--- config.mk ---
export PLATFORM = sky130hd
export DESIGN_NAME = utf8_stream_decoder
export DESIGN_NICKNAME = d
export VERILOG_FILES = /design/src/hdl/u8sd_pkg.sv /design/src/hdl/u8sd_front.sv /design/src/hdl/u8sd_back.sv /design/src/hdl/utf8_stream_decoder.sv
export SDC_FILE = /design/constraint.sdc
export NUM_CORES = 1
export LEC_CHECK = 0
export BUFFER_PORTS_ARGS = -buffer_cell sky130_fd_sc_hd__buf_2
export CAP_MARGIN = 20
export CORE_ASPECT_RATIO = 1.1
export CORE_MARGIN = 1.5
export CORE_UTILIZATION = 45
export DETAILED_ROUTE_END_ITERATION = 16
export SLEW_MARGIN = 0
export SYNTH_ARGS = -nofsm -noshare
export SYNTH_HDL_FRONTEND = slang
export SYNTH_SLANG_ARGS = --single-unit
--- constraint.sdc ---
create_clock -name clk_i -period 6.8 [get_ports clk_i]
set_clock_uncertainty 0.1 [all_clocks]
set_input_delay 1.02 -clock clk_i [delete_from_list [all_inputs] [get_ports clk_i]]
set_output_delay 1.02 -clock clk_i [all_outputs]
set_load 0.02 [all_outputs]
--- src/hdl/u8sd_pkg.sv ---
// ----------------------------------------------------------------------------
// u8sd_pkg
// Shared types and constants of the UTF-8 stream decoder.
// ----------------------------------------------------------------------------
package u8sd_pkg;

  localparam int unsigned FrontDepth  = 4;
  localparam int unsigned ResultDepth = 4;

  localparam int unsigned CpW  = 21;
  localparam int unsigned U16W = 16;
  localparam int unsigned LenW = 3;
  localparam int unsigned PayW = 7;

  localparam logic [CpW-1:0]  SurrFirst = 21'h00D800;
  localparam logic [CpW-1:0]  SurrLast  = 21'h00DFFF;
  localparam logic [CpW-1:0]  CodeMax   = 21'h10FFFF;
  localparam logic [CpW-1:0]  BmpMax    = 21'h00FFFF;
  localparam logic [CpW-1:0]  SuppBase  = 21'h010000;
  localparam logic [U16W-1:0] HiSurr    = 16'hD800;
  localparam logic [U16W-1:0] LoSurr    = 16'hDC00;

  typedef enum logic [2:0] {
    CLS_ASCII = 3'd0,
    CLS_CONT  = 3'd1,
    CLS_LEAD2 = 3'd2,
    CLS_LEAD3 = 3'd3,
    CLS_LEAD4 = 3'd4,
    CLS_BAD   = 3'd5
  } byte_class_e;

  typedef enum logic [0:0] {
    STATUS_OK  = 1'b0,
    STATUS_ERR = 1'b1
  } status_e;

  typedef struct packed {
    byte_class_e       cls;
    logic [PayW-1:0]   payload;
  } item_t;

  typedef struct packed {
    logic [CpW-1:0]    code_point;
    logic [U16W-1:0]   utf16_first;
    logic [U16W-1:0]   utf16_second;
    logic [LenW-1:0]   bytes_used;
    status_e           status;
  } res_t;

endpackage

--- src/hdl/u8sd_front.sv ---
// ----------------------------------------------------------------------------
// u8sd_front
// Accepts raw bytes, classifies each one and holds it in a short queue.
// ----------------------------------------------------------------------------
module u8sd_front #(
  parameter int unsigned Depth = u8sd_pkg::FrontDepth
) (
  input  logic            clk_i,
  input  logic            rst_ni,
  input  logic            push_i,
  output logic            full_o,
  input  logic [7:0]      data_byte_i,
  output u8sd_pkg::item_t item_o,
  output logic            item_valid_o,
  input  logic            item_take_i
);

  localparam int unsigned PtrW = (Depth > 1) ? $clog2(Depth) : 1;
  localparam int unsigned CntW = $clog2(Depth + 1);

  u8sd_pkg::item_t mem_q [Depth];
  logic [PtrW-1:0] wr_ptr_q, wr_ptr_d;
  logic [PtrW-1:0] rd_ptr_q, rd_ptr_d;
  logic [CntW-1:0] count_q, count_d;
  logic            do_push;
  logic            do_pop;
  u8sd_pkg::item_t item_in;

  function automatic u8sd_pkg::item_t classify(input logic [7:0] b);
    u8sd_pkg::item_t it;
    it.payload = '0;
    if (!b[7]) begin
      it.cls     = u8sd_pkg::CLS_ASCII;
      it.payload = b[6:0];
    end else if (!b[6]) begin
      it.cls     = u8sd_pkg::CLS_CONT;
      it.payload = {1'b0, b[5:0]};
    end else if (!b[5]) begin
      it.cls     = u8sd_pkg::CLS_LEAD2;
      it.payload = {2'b0, b[4:0]};
    end else if (!b[4]) begin
      it.cls     = u8sd_pkg::CLS_LEAD3;
      it.payload = {3'b0, b[3:0]};
    end else if (!b[3]) begin
      it.cls     = u8sd_pkg::CLS_LEAD4;
      it.payload = {4'b0, b[2:0]};
    end else begin
      it.cls     = u8sd_pkg::CLS_BAD;
    end
    return it;
  endfunction

  assign item_in      = classify(data_byte_i);
  assign full_o       = (count_q == CntW'(Depth));
  assign item_valid_o = (count_q != '0);
  assign item_o       = mem_q[rd_ptr_q];
  assign do_push      = push_i && !full_o;
  assign do_pop       = item_take_i && item_valid_o;

  always_comb begin
    wr_ptr_d = wr_ptr_q;
    rd_ptr_d = rd_ptr_q;
    count_d  = count_q;
    if (do_push) begin
      wr_ptr_d = (wr_ptr_q == PtrW'(Depth - 1)) ? '0 : wr_ptr_q + PtrW'(1);
    end
    if (do_pop) begin
      rd_ptr_d = (rd_ptr_q == PtrW'(Depth - 1)) ? '0 : rd_ptr_q + PtrW'(1);
    end
    case ({do_push, do_pop})
      2'b10:   count_d = count_q + CntW'(1);
      2'b01:   count_d = count_q - CntW'(1);
      default: count_d = count_q;
    endcase
  end

  always_ff @(posedge clk_i or negedge rst_ni) begin
    if (!rst_ni) begin
      wr_ptr_q <= '0;
      rd_ptr_q <= '0;
      count_q  <= '0;
    end else begin
      wr_ptr_q <= wr_ptr_d;
      rd_ptr_q <= rd_ptr_d;
      count_q  <= count_d;
    end
  end

  always_ff @(posedge clk_i) begin
    if (do_push) begin
      mem_q[wr_ptr_q] <= item_in;
    end
  end

endmodule

--- src/hdl/u8sd_back.sv ---
// ----------------------------------------------------------------------------
// u8sd_back
// Assembles code points from classified bytes, converts them to UTF-16 and
// queues the results.
// ----------------------------------------------------------------------------
module u8sd_back #(
  parameter int unsigned Depth = u8sd_pkg::ResultDepth
) (
  input  logic            clk_i,
  input  logic            rst_ni,
  input  u8sd_pkg::item_t item_i,
  input  logic            item_valid_i,
  output logic            item_take_o,
  output u8sd_pkg::res_t  res_o,
  output logic            empty_o,
  input  logic            pop_i
);

  localparam int unsigned PtrW = (Depth > 1) ? $clog2(Depth) : 1;
  localparam int unsigned CntW = $clog2(Depth + 1);

  typedef enum logic [3:0] {
    ST_IDLE  = 4'b0001,
    ST_NEED1 = 4'b0010,
    ST_NEED2 = 4'b0100,
    ST_NEED3 = 4'b1000
  } state_e;

  state_e                        state_q, state_d;
  logic [u8sd_pkg::CpW-1:0]      partial_q, partial_d;
  logic [u8sd_pkg::LenW-1:0]     seq_len_q, seq_len_d;
  logic [u8sd_pkg::CpW-1:0]      shifted;
  logic                          res_push;
  u8sd_pkg::res_t                res_d;

  u8sd_pkg::res_t  mem_q [Depth];
  logic [PtrW-1:0] wr_ptr_q, wr_ptr_d;
  logic [PtrW-1:0] rd_ptr_q, rd_ptr_d;
  logic [CntW-1:0] count_q, count_d;
  logic            res_full;
  logic            do_pop;

  function automatic u8sd_pkg::res_t error_res();
    u8sd_pkg::res_t r;
    r        = '0;
    r.status = u8sd_pkg::STATUS_ERR;
    return r;
  endfunction

  function automatic u8sd_pkg::res_t make_char(input logic [u8sd_pkg::CpW-1:0] cp,
                                               input logic [u8sd_pkg::LenW-1:0] len);
    u8sd_pkg::res_t           r;
    logic [u8sd_pkg::CpW-1:0] u;
    u = cp - u8sd_pkg::SuppBase;
    if ((cp >= u8sd_pkg::SurrFirst && cp <= u8sd_pkg::SurrLast) || cp > u8sd_pkg::CodeMax) begin
      r = error_res();
    end else begin
      r.code_point = cp;
      r.bytes_used = len;
      r.status     = u8sd_pkg::STATUS_OK;
      if (cp <= u8sd_pkg::BmpMax) begin
        r.utf16_first  = cp[15:0];
        r.utf16_second = '0;
      end else begin
        r.utf16_first  = u8sd_pkg::HiSurr + {6'b0, u[19:10]};
        r.utf16_second = u8sd_pkg::LoSurr + {6'b0, u[9:0]};
      end
    end
    return r;
  endfunction

  assign res_full    = (count_q == CntW'(Depth));
  assign item_take_o = item_valid_i && !res_full;
  assign shifted     = {partial_q[14:0], item_i.payload[5:0]};

  always_comb begin
    state_d   = state_q;
    partial_d = partial_q;
    seq_len_d = seq_len_q;
    res_push  = 1'b0;
    res_d     = error_res();
    if (item_take_o) begin
      case (state_q)
        ST_IDLE: begin
          case (item_i.cls)
            u8sd_pkg::CLS_ASCII: begin
              res_push = 1'b1;
              res_d    = make_char({14'b0, item_i.payload}, 3'd1);
            end
            u8sd_pkg::CLS_LEAD2: begin
              partial_d = {16'b0, item_i.payload[4:0]};
              seq_len_d = 3'd2;
              state_d   = ST_NEED1;
            end
            u8sd_pkg::CLS_LEAD3: begin
              partial_d = {17'b0, item_i.payload[3:0]};
              seq_len_d = 3'd3;
              state_d   = ST_NEED2;
            end
            u8sd_pkg::CLS_LEAD4: begin
              partial_d = {18'b0, item_i.payload[2:0]};
              seq_len_d = 3'd4;
              state_d   = ST_NEED3;
            end
            default: begin
              res_push = 1'b1;
            end
          endcase
        end
        ST_NEED1: begin
          res_push = 1'b1;
          state_d  = ST_IDLE;
          if (item_i.cls == u8sd_pkg::CLS_CONT) begin
            res_d = make_char(shifted, seq_len_q);
          end
        end
        ST_NEED2: begin
          if (item_i.cls == u8sd_pkg::CLS_CONT) begin
            partial_d = shifted;
            state_d   = ST_NEED1;
          end else begin
            res_push = 1'b1;
            state_d  = ST_IDLE;
          end
        end
        ST_NEED3: begin
          if (item_i.cls == u8sd_pkg::CLS_CONT) begin
            partial_d = shifted;
            state_d   = ST_NEED2;
          end else begin
            res_push = 1'b1;
            state_d  = ST_IDLE;
          end
        end
        default: begin
          state_d = ST_IDLE;
        end
      endcase
    end
  end

  assign empty_o = (count_q == '0);
  assign res_o   = mem_q[rd_ptr_q];
  assign do_pop  = pop_i && !empty_o;

  always_comb begin
    wr_ptr_d = wr_ptr_q;
    rd_ptr_d = rd_ptr_q;
    if (res_push) begin
      wr_ptr_d = (wr_ptr_q == PtrW'(Depth - 1)) ? '0 : wr_ptr_q + PtrW'(1);
    end
    if (do_pop) begin
      rd_ptr_d = (rd_ptr_q == PtrW'(Depth - 1)) ? '0 : rd_ptr_q + PtrW'(1);
    end
    case ({res_push, do_pop})
      2'b10:   count_d = count_q + CntW'(1);
      2'b01:   count_d = count_q - CntW'(1);
      default: count_d = count_q;
    endcase
  end

  always_ff @(posedge clk_i or negedge rst_ni) begin
    if (!rst_ni) begin
      state_q   <= ST_IDLE;
      partial_q <= '0;
      seq_len_q <= '0;
      wr_ptr_q  <= '0;
      rd_ptr_q  <= '0;
      count_q   <= '0;
    end else begin
      state_q   <= state_d;
      partial_q <= partial_d;
      seq_len_q <= seq_len_d;
      wr_ptr_q  <= wr_ptr_d;
      rd_ptr_q  <= rd_ptr_d;
      count_q   <= count_d;
    end
  end

  always_ff @(posedge clk_i) begin
    if (res_push) begin
      mem_q[wr_ptr_q] <= res_d;
    end
  end

endmodule

--- src/hdl/utf8_stream_decoder.sv ---
// ----------------------------------------------------------------------------
// utf8_stream_decoder
// Streaming UTF-8 decoder with code point and UTF-16 results.
// ----------------------------------------------------------------------------
// The decoder takes one UTF-8 byte per cycle and sustains that rate as long
// as results are popped. A byte is classified and written into the input
// queue on the cycle it is pushed; the decode stage takes it no earlier than
// the next cycle and updates its sequence state, so a result is written into
// the result queue at the clock edge that accepts its last byte. Lead bytes
// yield no result. Malformed input yields one result with status set and all
// other fields zero, and the decoder returns to idle. The depths of both
// queues are set by FrontDepth and ResultDepth and must be at least two.
module utf8_stream_decoder #(
  parameter int unsigned FrontDepth  = u8sd_pkg::FrontDepth,
  parameter int unsigned ResultDepth = u8sd_pkg::ResultDepth
) (
  input  logic                          clk_i,
  input  logic                          rst_ni,
  input  logic                          push,
  output logic                          full,
  input  logic [7:0]                    data_byte_i,
  output logic                          empty,
  input  logic                          pop,
  output logic [u8sd_pkg::CpW-1:0]      code_point_o,
  output logic [u8sd_pkg::U16W-1:0]     utf16_first_o,
  output logic [u8sd_pkg::U16W-1:0]     utf16_second_o,
  output logic [u8sd_pkg::LenW-1:0]     bytes_used_o,
  output logic                          status_o
);

  u8sd_pkg::item_t item;
  logic            item_valid;
  logic            item_take;
  u8sd_pkg::res_t  res;

  u8sd_front #(
    .Depth(FrontDepth)
  ) u_front (
    .clk_i       (clk_i),
    .rst_ni      (rst_ni),
    .push_i      (push),
    .full_o      (full),
    .data_byte_i (data_byte_i),
    .item_o      (item),
    .item_valid_o(item_valid),
    .item_take_i (item_take)
  );

  u8sd_back #(
    .Depth(ResultDepth)
  ) u_back (
    .clk_i       (clk_i),
    .rst_ni      (rst_ni),
    .item_i      (item),
    .item_valid_i(item_valid),
    .item_take_o (item_take),
    .res_o       (res),
    .empty_o     (empty),
    .pop_i       (pop)
  );

  assign code_point_o   = res.code_point;
  assign utf16_first_o  = res.utf16_first;
  assign utf16_second_o = res.utf16_second;
  assign bytes_used_o   = res.bytes_used;
  assign status_o       = res.status;

endmodule

# Word level (Yosys, flattened, before mapping)
# Memory sizes are Yosys's and may differ from the RTL's.
# Cells that the tools add are included.
# word_totals
word_cells	101
ff_bits	36
n_memories	2
ram_bits	268
inputBits	12
# memory_table
memory	depth	width	rd	rd_clocked_by_memory_dff	write_ports	line_no	rtl
u_back.mem_q	4	57	1	0	1	u8sd_back.sv:36	u8sd_pkg::res_t mem_q [Depth];
u_front.mem_q	4	10	1	0	1	u8sd_front.sv:21	u8sd_pkg::item_t mem_q [Depth];
# op_classes
n_reduce_logical	21
mux	34
addsub	11
n_eq_ne	20
magnitude_cmp	4
# ops
cell	count
57-bit two-way mux	3
57-bit case mux with 2 select lines	1
15-bit case mux with 3 select lines	1
43-bit two-way mux	1
21-bit by 16-bit less-or-equal comparator with 1-bit output (second input constant)	2
10-bit two-way mux	4
15-bit by 11-bit adder with 16-bit output (first input constant)	2
32-bit two-way mux	1
15-bit case mux with 2 select lines	1
4-bit case mux with 3 select lines	2
21-bit by 16-bit greater-or-equal comparator with 1-bit output (second input constant)	1
21-bit > comparator (second input constant)	1
20-bit by 17-bit subtractor with 20-bit output (second input constant)	1
15-bit two-way mux	1
2-bit == test (second input constant)	6
3-bit case mux with 2 select lines	2
2-bit two-way mux	5
3-bit == test (second input constant)	3
3-bit case mux with 3 select lines	1
2-bit by 1-bit adder with 2-bit output (second input constant)	4
1-bit two-way mux	8
3-bit by 1-bit adder with 3-bit output (second input constant)	2
3-bit by 2-bit == test with 1-bit output (second input constant)	2
3-bit zero test	2
21 further kinds	33

# Depth between registers and ports, before layout
# An unclocked memory read counts as a cell.
# depth
word_depth	8
mapped_depth	14
ltp_nobuf	12

# Cells and area by module
# Synthesis repeated with hierarchy kept, for this count alone.
# hier_totals
hier_cells	632
area_unflattened_um2	11674.9
# modules_own_cells
mod	seq_area_each_um2	instances	cells_per_inst	area_per_inst_um2
u8sd_back	6972.9	1	526	9666.8
u8sd_front	1376.3	1	106	2008.2

# Least setup slack after synthesis
# Ideal clock, no wire load.
# synth_path
path_type	reg2reg
start	reg u_front.rd_ptr_q[0]
end	mem u_back.mem_q[0][0] in the netlist's numbering, enable pin
n_path_buf	1
period_less_slack_ns	3.856
setup_slack_ns	2.944
required_time_ns	6.285
stages_incl_launch_ff	8
arrival_ns	3.341
path_cell_list	dfrtp_1 buf_4 mux4_2 nor3b_1 or3_1 a21oi_1 o21a_1 and2_1
# synth_via
elab_chain_cells	8
# synth_rtl
element	line_no	rtl
start: declaration	u8sd_front.sv:23	logic [PtrW-1:0] rd_ptr_q, rd_ptr_d;
start signal: assignment	u8sd_front.sv:84	rd_ptr_q <= rd_ptr_d;
memory 4 x 10 bit (*)	--	
3-bit by 2-bit == test with 1-bit output or 3-bit == test (tied branches)	u8sd_back.sv:85	case (item_i.cls)
3-bit OR reduction (no line)	--	
1-bit two-way mux	u8sd_back.sv:85	
1-bit case mux with 3 select lines (*)	u8sd_back.sv:83	case (state_q)
1-bit two-way mux (*)	u8sd_back.sv:82	if (item_take_o) begin
1-bit two-way mux (*)	u8sd_back.sv:181	if (res_push) begin
1-bit two-way mux (implied by the code) (*)	u8sd_back.sv:182	mem_q[wr_ptr_q] <= res_d;
end: declaration	u8sd_back.sv:36	
# Mark *: on every way between the ends. The rest lies on a longest branch, timed or not.

# Final worst setup path
# layout_path
start	reg u_front.rd_ptr_q[0]
end	mem u_back.mem_q[3][40] in the netlist's numbering, enable pin
# Same word-level chain as after synthesis.

==> run_summary.xml <==
<?xml version="1.0" encoding="UTF-8"?>
<metrics>
  <group name="pwr">
    <metric name="max-vdd-ir-drop" unit="uV">200</metric>
    <metric name="powerDensity" unit="mW/mm2">490</metric>
    <metric name="leakagePower" unit="nW">4.74</metric>
  </group>
  <group name="global_routing">
    <metric name="antenna_found_initial" unit="">0</metric>
    <metric name="first_global_vias" unit="">6358</metric>
    <metric name="global_route_wire_length_before_repair" unit="mm">35.4</metric>
    <metric name="globalRouteTotalUtil" unit="%">17.6</metric>
    <metric name="grt_max_degree" unit="">42</metric>
    <metric name="globalRoute.totalOverflow" unit="">0</metric>
  </group>
  <group name="timing">
    <metric name="grt_setup_unrepaired" unit="">no</metric>
    <metric name="fin_setup_tns" unit="ps">0</metric>
    <metric name="setup-violations-final" unit="">0</metric>
    <metric name="relSlewSlack" unit="%">43.5</metric>
    <metric name="fmax" unit="GHz">0.247</metric>
    <metric name="finalHoldViolCount" unit="">0</metric>
    <metric name="timing.final.max_slew_violations" unit="">0</metric>
    <metric name="post-route-period-util" unit="%">59.4</metric>
    <metric name="period_needed" unit="ps">4040</metric>
    <metric name="whs" unit="ps">409</metric>
    <metric name="tightest_slew" unit="ps">847</metric>
  </group>
  <group name="layout">
    <metric name="antenna_cells_inserted" unit="">0</metric>
    <metric name="area_growth" unit="%">13.9</metric>
    <metric name="final_cell_count_without_fillers" unit="">1079</metric>
    <metric name="share_of_layout_cells_above_drive_strength_1" unit="%">27.7</metric>
    <metric name="nNetsFinal" unit="">742</metric>
  </group>
  <group name="cts">
    <metric name="clock_insertion_delay_worst_skew" unit="ps">530</metric>
    <metric name="cts_hold_repair.buffers" unit="">0</metric>
    <metric name="cts_tree" unit="">done</metric>
    <metric name="clk_transition_reported_paths" unit="ps">60</metric>
    <metric name="postCtsSetupBuffers" unit="">0</metric>
    <metric name="cts_inserted_buffers" unit="">28</metric>
    <metric name="clock_sinks" unit="">284</metric>
    <metric name="clock_path_buffers" unit="">3</metric>
    <metric name="cts_htree_levels" unit="">1</metric>
    <metric name="post_cts_resize_count" unit="">0</metric>
    <metric name="clock_tree.root_cell" unit="">sky130_fd_sc_hd__clkbuf_16</metric>
  </group>
  <group name="route">
    <metric name="drc" unit="">0</metric>
    <metric name="first_iter_violations" unit="">372</metric>
    <metric name="ant_nets" unit="">0</metric>
    <metric name="routed-via-count" unit="">5983</metric>
    <metric name="drt-wirelength-per-cell" unit="um">21.4</metric>
    <metric name="totalWireLength" unit="mm">23.1</metric>
    <metric name="via_per_inst" unit="">5.54</metric>
    <metric name="drt_first_pass_iters" unit="">5</metric>
  </group>
  <group name="synthesis">
    <metric name="synthDominantAreaCellType" unit="">sky130_fd_sc_hd__edfxtp_1</metric>
    <metric name="ys_types" unit="">58</metric>
    <metric name="synthDominantCellAreaShare" unit="%">63.9</metric>
    <metric name="number_of_synthesized_register_bits" unit="">284</metric>
    <metric name="syn_area_per_cell" unit="um2">18.4</metric>
    <metric name="synth_seq_area_share" unit="%">71.6</metric>
    <metric name="synthCells" unit="">634</metric>
    <metric name="yosys.cell_count.top_type" unit="">sky130_fd_sc_hd__edfxtp_1</metric>
    <metric name="syn-cell-area" unit="mm2">0.0117</metric>
    <metric name="yosys_most_used_dff" unit="">sky130_fd_sc_hd__edfxtp_1</metric>
    <metric name="yosys_warning_total" unit="">0</metric>
    <metric name="synth-edff-count" unit="">248</metric>
    <metric name="top_post_synthesis_cells_by_count" unit="">248 x sky130_fd_sc_hd__edfxtp_1, 62 x sky130_fd_sc_hd__mux4_2, 39 x sky130_fd_sc_hd__and2_1</metric>
    <metric name="synth_async_sr_flop_share" unit="%">12.7</metric>
    <metric name="synth_nets" unit="">662</metric>
    <metric name="yosys-top-cells-area" unit="">sky130_fd_sc_hd__edfxtp_1 64%, sky130_fd_sc_hd__mux4_2 12%, sky130_fd_sc_hd__dfrtp_1 7.5%, sky130_fd_sc_hd__and2_1 2.1%, sky130_fd_sc_hd__ha_1 1.5%</metric>
  </group>
  <group name="setup_path">
    <metric name="crit_path_start_kind" unit="">flip-flop</metric>
    <metric name="timing_worst_setup_path_type" unit="">reg2reg</metric>
    <metric name="cp.required" unit="ps">6860</metric>
    <metric name="worst-path-max-fanout" unit="">33</metric>
    <metric name="arrival_time_worst_endpoint" unit="ps">4100</metric>
    <metric name="critical_path.endpoint_type" unit="">flip-flop</metric>
  </group>
  <group name="floorplan">
    <metric name="rows" unit="">61</metric>
    <metric name="io_pins" unit="">71</metric>
    <metric name="initial_utilization" unit="%">46.0</metric>
    <metric name="vert_die_dim" unit="um">172</metric>
    <metric name="fp.dieArea" unit="mm2">0.0269</metric>
    <metric name="chipWidth" unit="um">156</metric>
    <metric name="core_region_area" unit="mm2">0.0253</metric>
  </group>
  <group name="min_path">
    <metric name="hp-class" unit="">reg2reg</metric>
  </group>
  <group name="run_status">
    <metric name="run_status" unit="">finished clean</metric>
  </group>
  <group name="placement">
    <metric name="numPortBuffers" unit="">69</metric>
    <metric name="post-dp-hpwl" unit="mm">14.9</metric>
    <metric name="cell_count_after_placement" unit="">1030</metric>
    <metric name="gp_routability_congestion" unit="">0.850</metric>
  </group>
  <group name="job">
    <metric name="timing.max_cap.violations" unit="">0</metric>
  </group>
</metrics>
==> worst paths after layout <==
| path | start | end | slack, ps | depth (start not counted) |
|---|---|---|---|---|
| max | u_front.rd_ptr_q[0] | u_back.mem_q[3][40] | 2760 | 7 |
| min | u_front.count_q[2] | u_front.count_q[2] | 410 | 1 |
| max reg2reg | u_front.rd_ptr_q[0] | u_back.mem_q[3][40] | 2760 | 7 |
| min reg2reg | u_front.count_q[2] | u_front.count_q[2] | 410 | 1 |
| max in group asynchronous | rst_ni | u_back.rd_ptr_q[0] | 5480 | 1 |
| min in group asynchronous | rst_ni | u_front.rd_ptr_q[1] | 500 | 1 |
==> sequential cells by signal, summed over array words and instances (netlist names) <==
| name | cells |
|---|---|
| u_back.count_q | 3 |
| u_back.mem_q | 208 |
| u_back.partial_q | 15 |
| u_back.rd_ptr_q | 2 |
| u_back.seq_len_q | 3 |
| u_back.state_q | 4 |
| u_back.wr_ptr_q | 2 |
| u_front.count_q | 3 |
| u_front.mem_q | 40 |
| u_front.rd_ptr_q | 2 |
| u_front.wr_ptr_q | 2 |
==> routing by layer <==
layer  track usage, %  vias to the layer above  wire (um)
met1             21.8                     3089       9260
li1                 -                     2667          -
met4             6.50                        0        642
met5                0                        -          0
met3             2.57                       45       1140
met2             31.2                      182      12100
==> placed cells by master (no fill, tap or decap), types with 4 or more instances in the layout <==
cell and count:
sky130_fd_sc_hd__a21o_1 6, sky130_fd_sc_hd__a21oi_1 10, sky130_fd_sc_hd__a22o_1 19, sky130_fd_sc_hd__and2_1 35
sky130_fd_sc_hd__and2_2 4, sky130_fd_sc_hd__buf_2 69, sky130_fd_sc_hd__buf_4 10, sky130_fd_sc_hd__clkbuf_16 29
sky130_fd_sc_hd__clkinv_1 8, sky130_fd_sc_hd__clkinv_2 4, sky130_fd_sc_hd__dfrtp_1 33, sky130_fd_sc_hd__edfxtp_1 248
sky130_fd_sc_hd__ha_1 14, sky130_fd_sc_hd__inv_1 21, sky130_fd_sc_hd__mux2_2 7, sky130_fd_sc_hd__mux4_2 62
sky130_fd_sc_hd__nand2_1 24, sky130_fd_sc_hd__nand2b_1 4, sky130_fd_sc_hd__nand4_1 4, sky130_fd_sc_hd__nor2_1 15
sky130_fd_sc_hd__nor2b_1 4, sky130_fd_sc_hd__nor3_1 12, sky130_fd_sc_hd__o21a_1 13, sky130_fd_sc_hd__o21ai_0 9
sky130_fd_sc_hd__or3_1 5, sky130_fd_sc_hd__xor2_1 6
==> kinds of logic after synthesis <==
kind of cell | synth area share [%]
XOR/XNOR | 0.676
buffers and inverters | 1.92
other | 0.0322
AND/OR/NAND/NOR | 6.23
multiplexers | 12.9
AO/OA/AOI/OAI | 4.73
flip-flops | 71.6
adder cells (fa/ha/maj) | 1.85
==> stage by stage <==
step / util, % / setup WS, ps / instance area [um2] / power [mW]
final: 52.4 / 2760 / 13300 / 6.50
after global placement: 48.8 / 2730 / 12400 / 5.02
after global routing: 52.4 / 2470 / 13300 / 6.84
after CTS: 52.4 / 2670 / 13300 / 6.60
after detailed placement: 48.8 / 2680 / 12400 / 5.10
after floorplan: - / 2940 / 11700 / 4.35
==> worst max-delay path, cell delays in order, from the launching register on <==
cell and delay [ps]:
sky130_fd_sc_hd__dfrtp_1 780, sky130_fd_sc_hd__mux4_2 670, sky130_fd_sc_hd__nor3b_1 190, sky130_fd_sc_hd__or3_1 350, sky130_fd_sc_hd__a21oi_1 140, sky130_fd_sc_hd__o21a_1 260, sky130_fd_sc_hd__and2_2 590, sky130_fd_sc_hd__buf_4 560
==> cell type report <==
class / count / area (um2)
clock buffer: 32 / 737
multi-input combinational: 300 / 3090
tap: 346 / 433
timing repair buffer: 79 / 420
sequential: 284 / 8350
inverter: 21 / 78.8
fill: 2080 / 12100
clock inverter: 17 / 156
==> power breakdown <==
group / internal [mW] / switching (mW) / total [mW]
combinational: 0.887 / 1.35 / 2.24
sequential: 2.48 / 0.290 / 2.77
clock: 0.883 / 0.607 / 1.49
No activity file was read; power rests on OpenSTA's default activity.
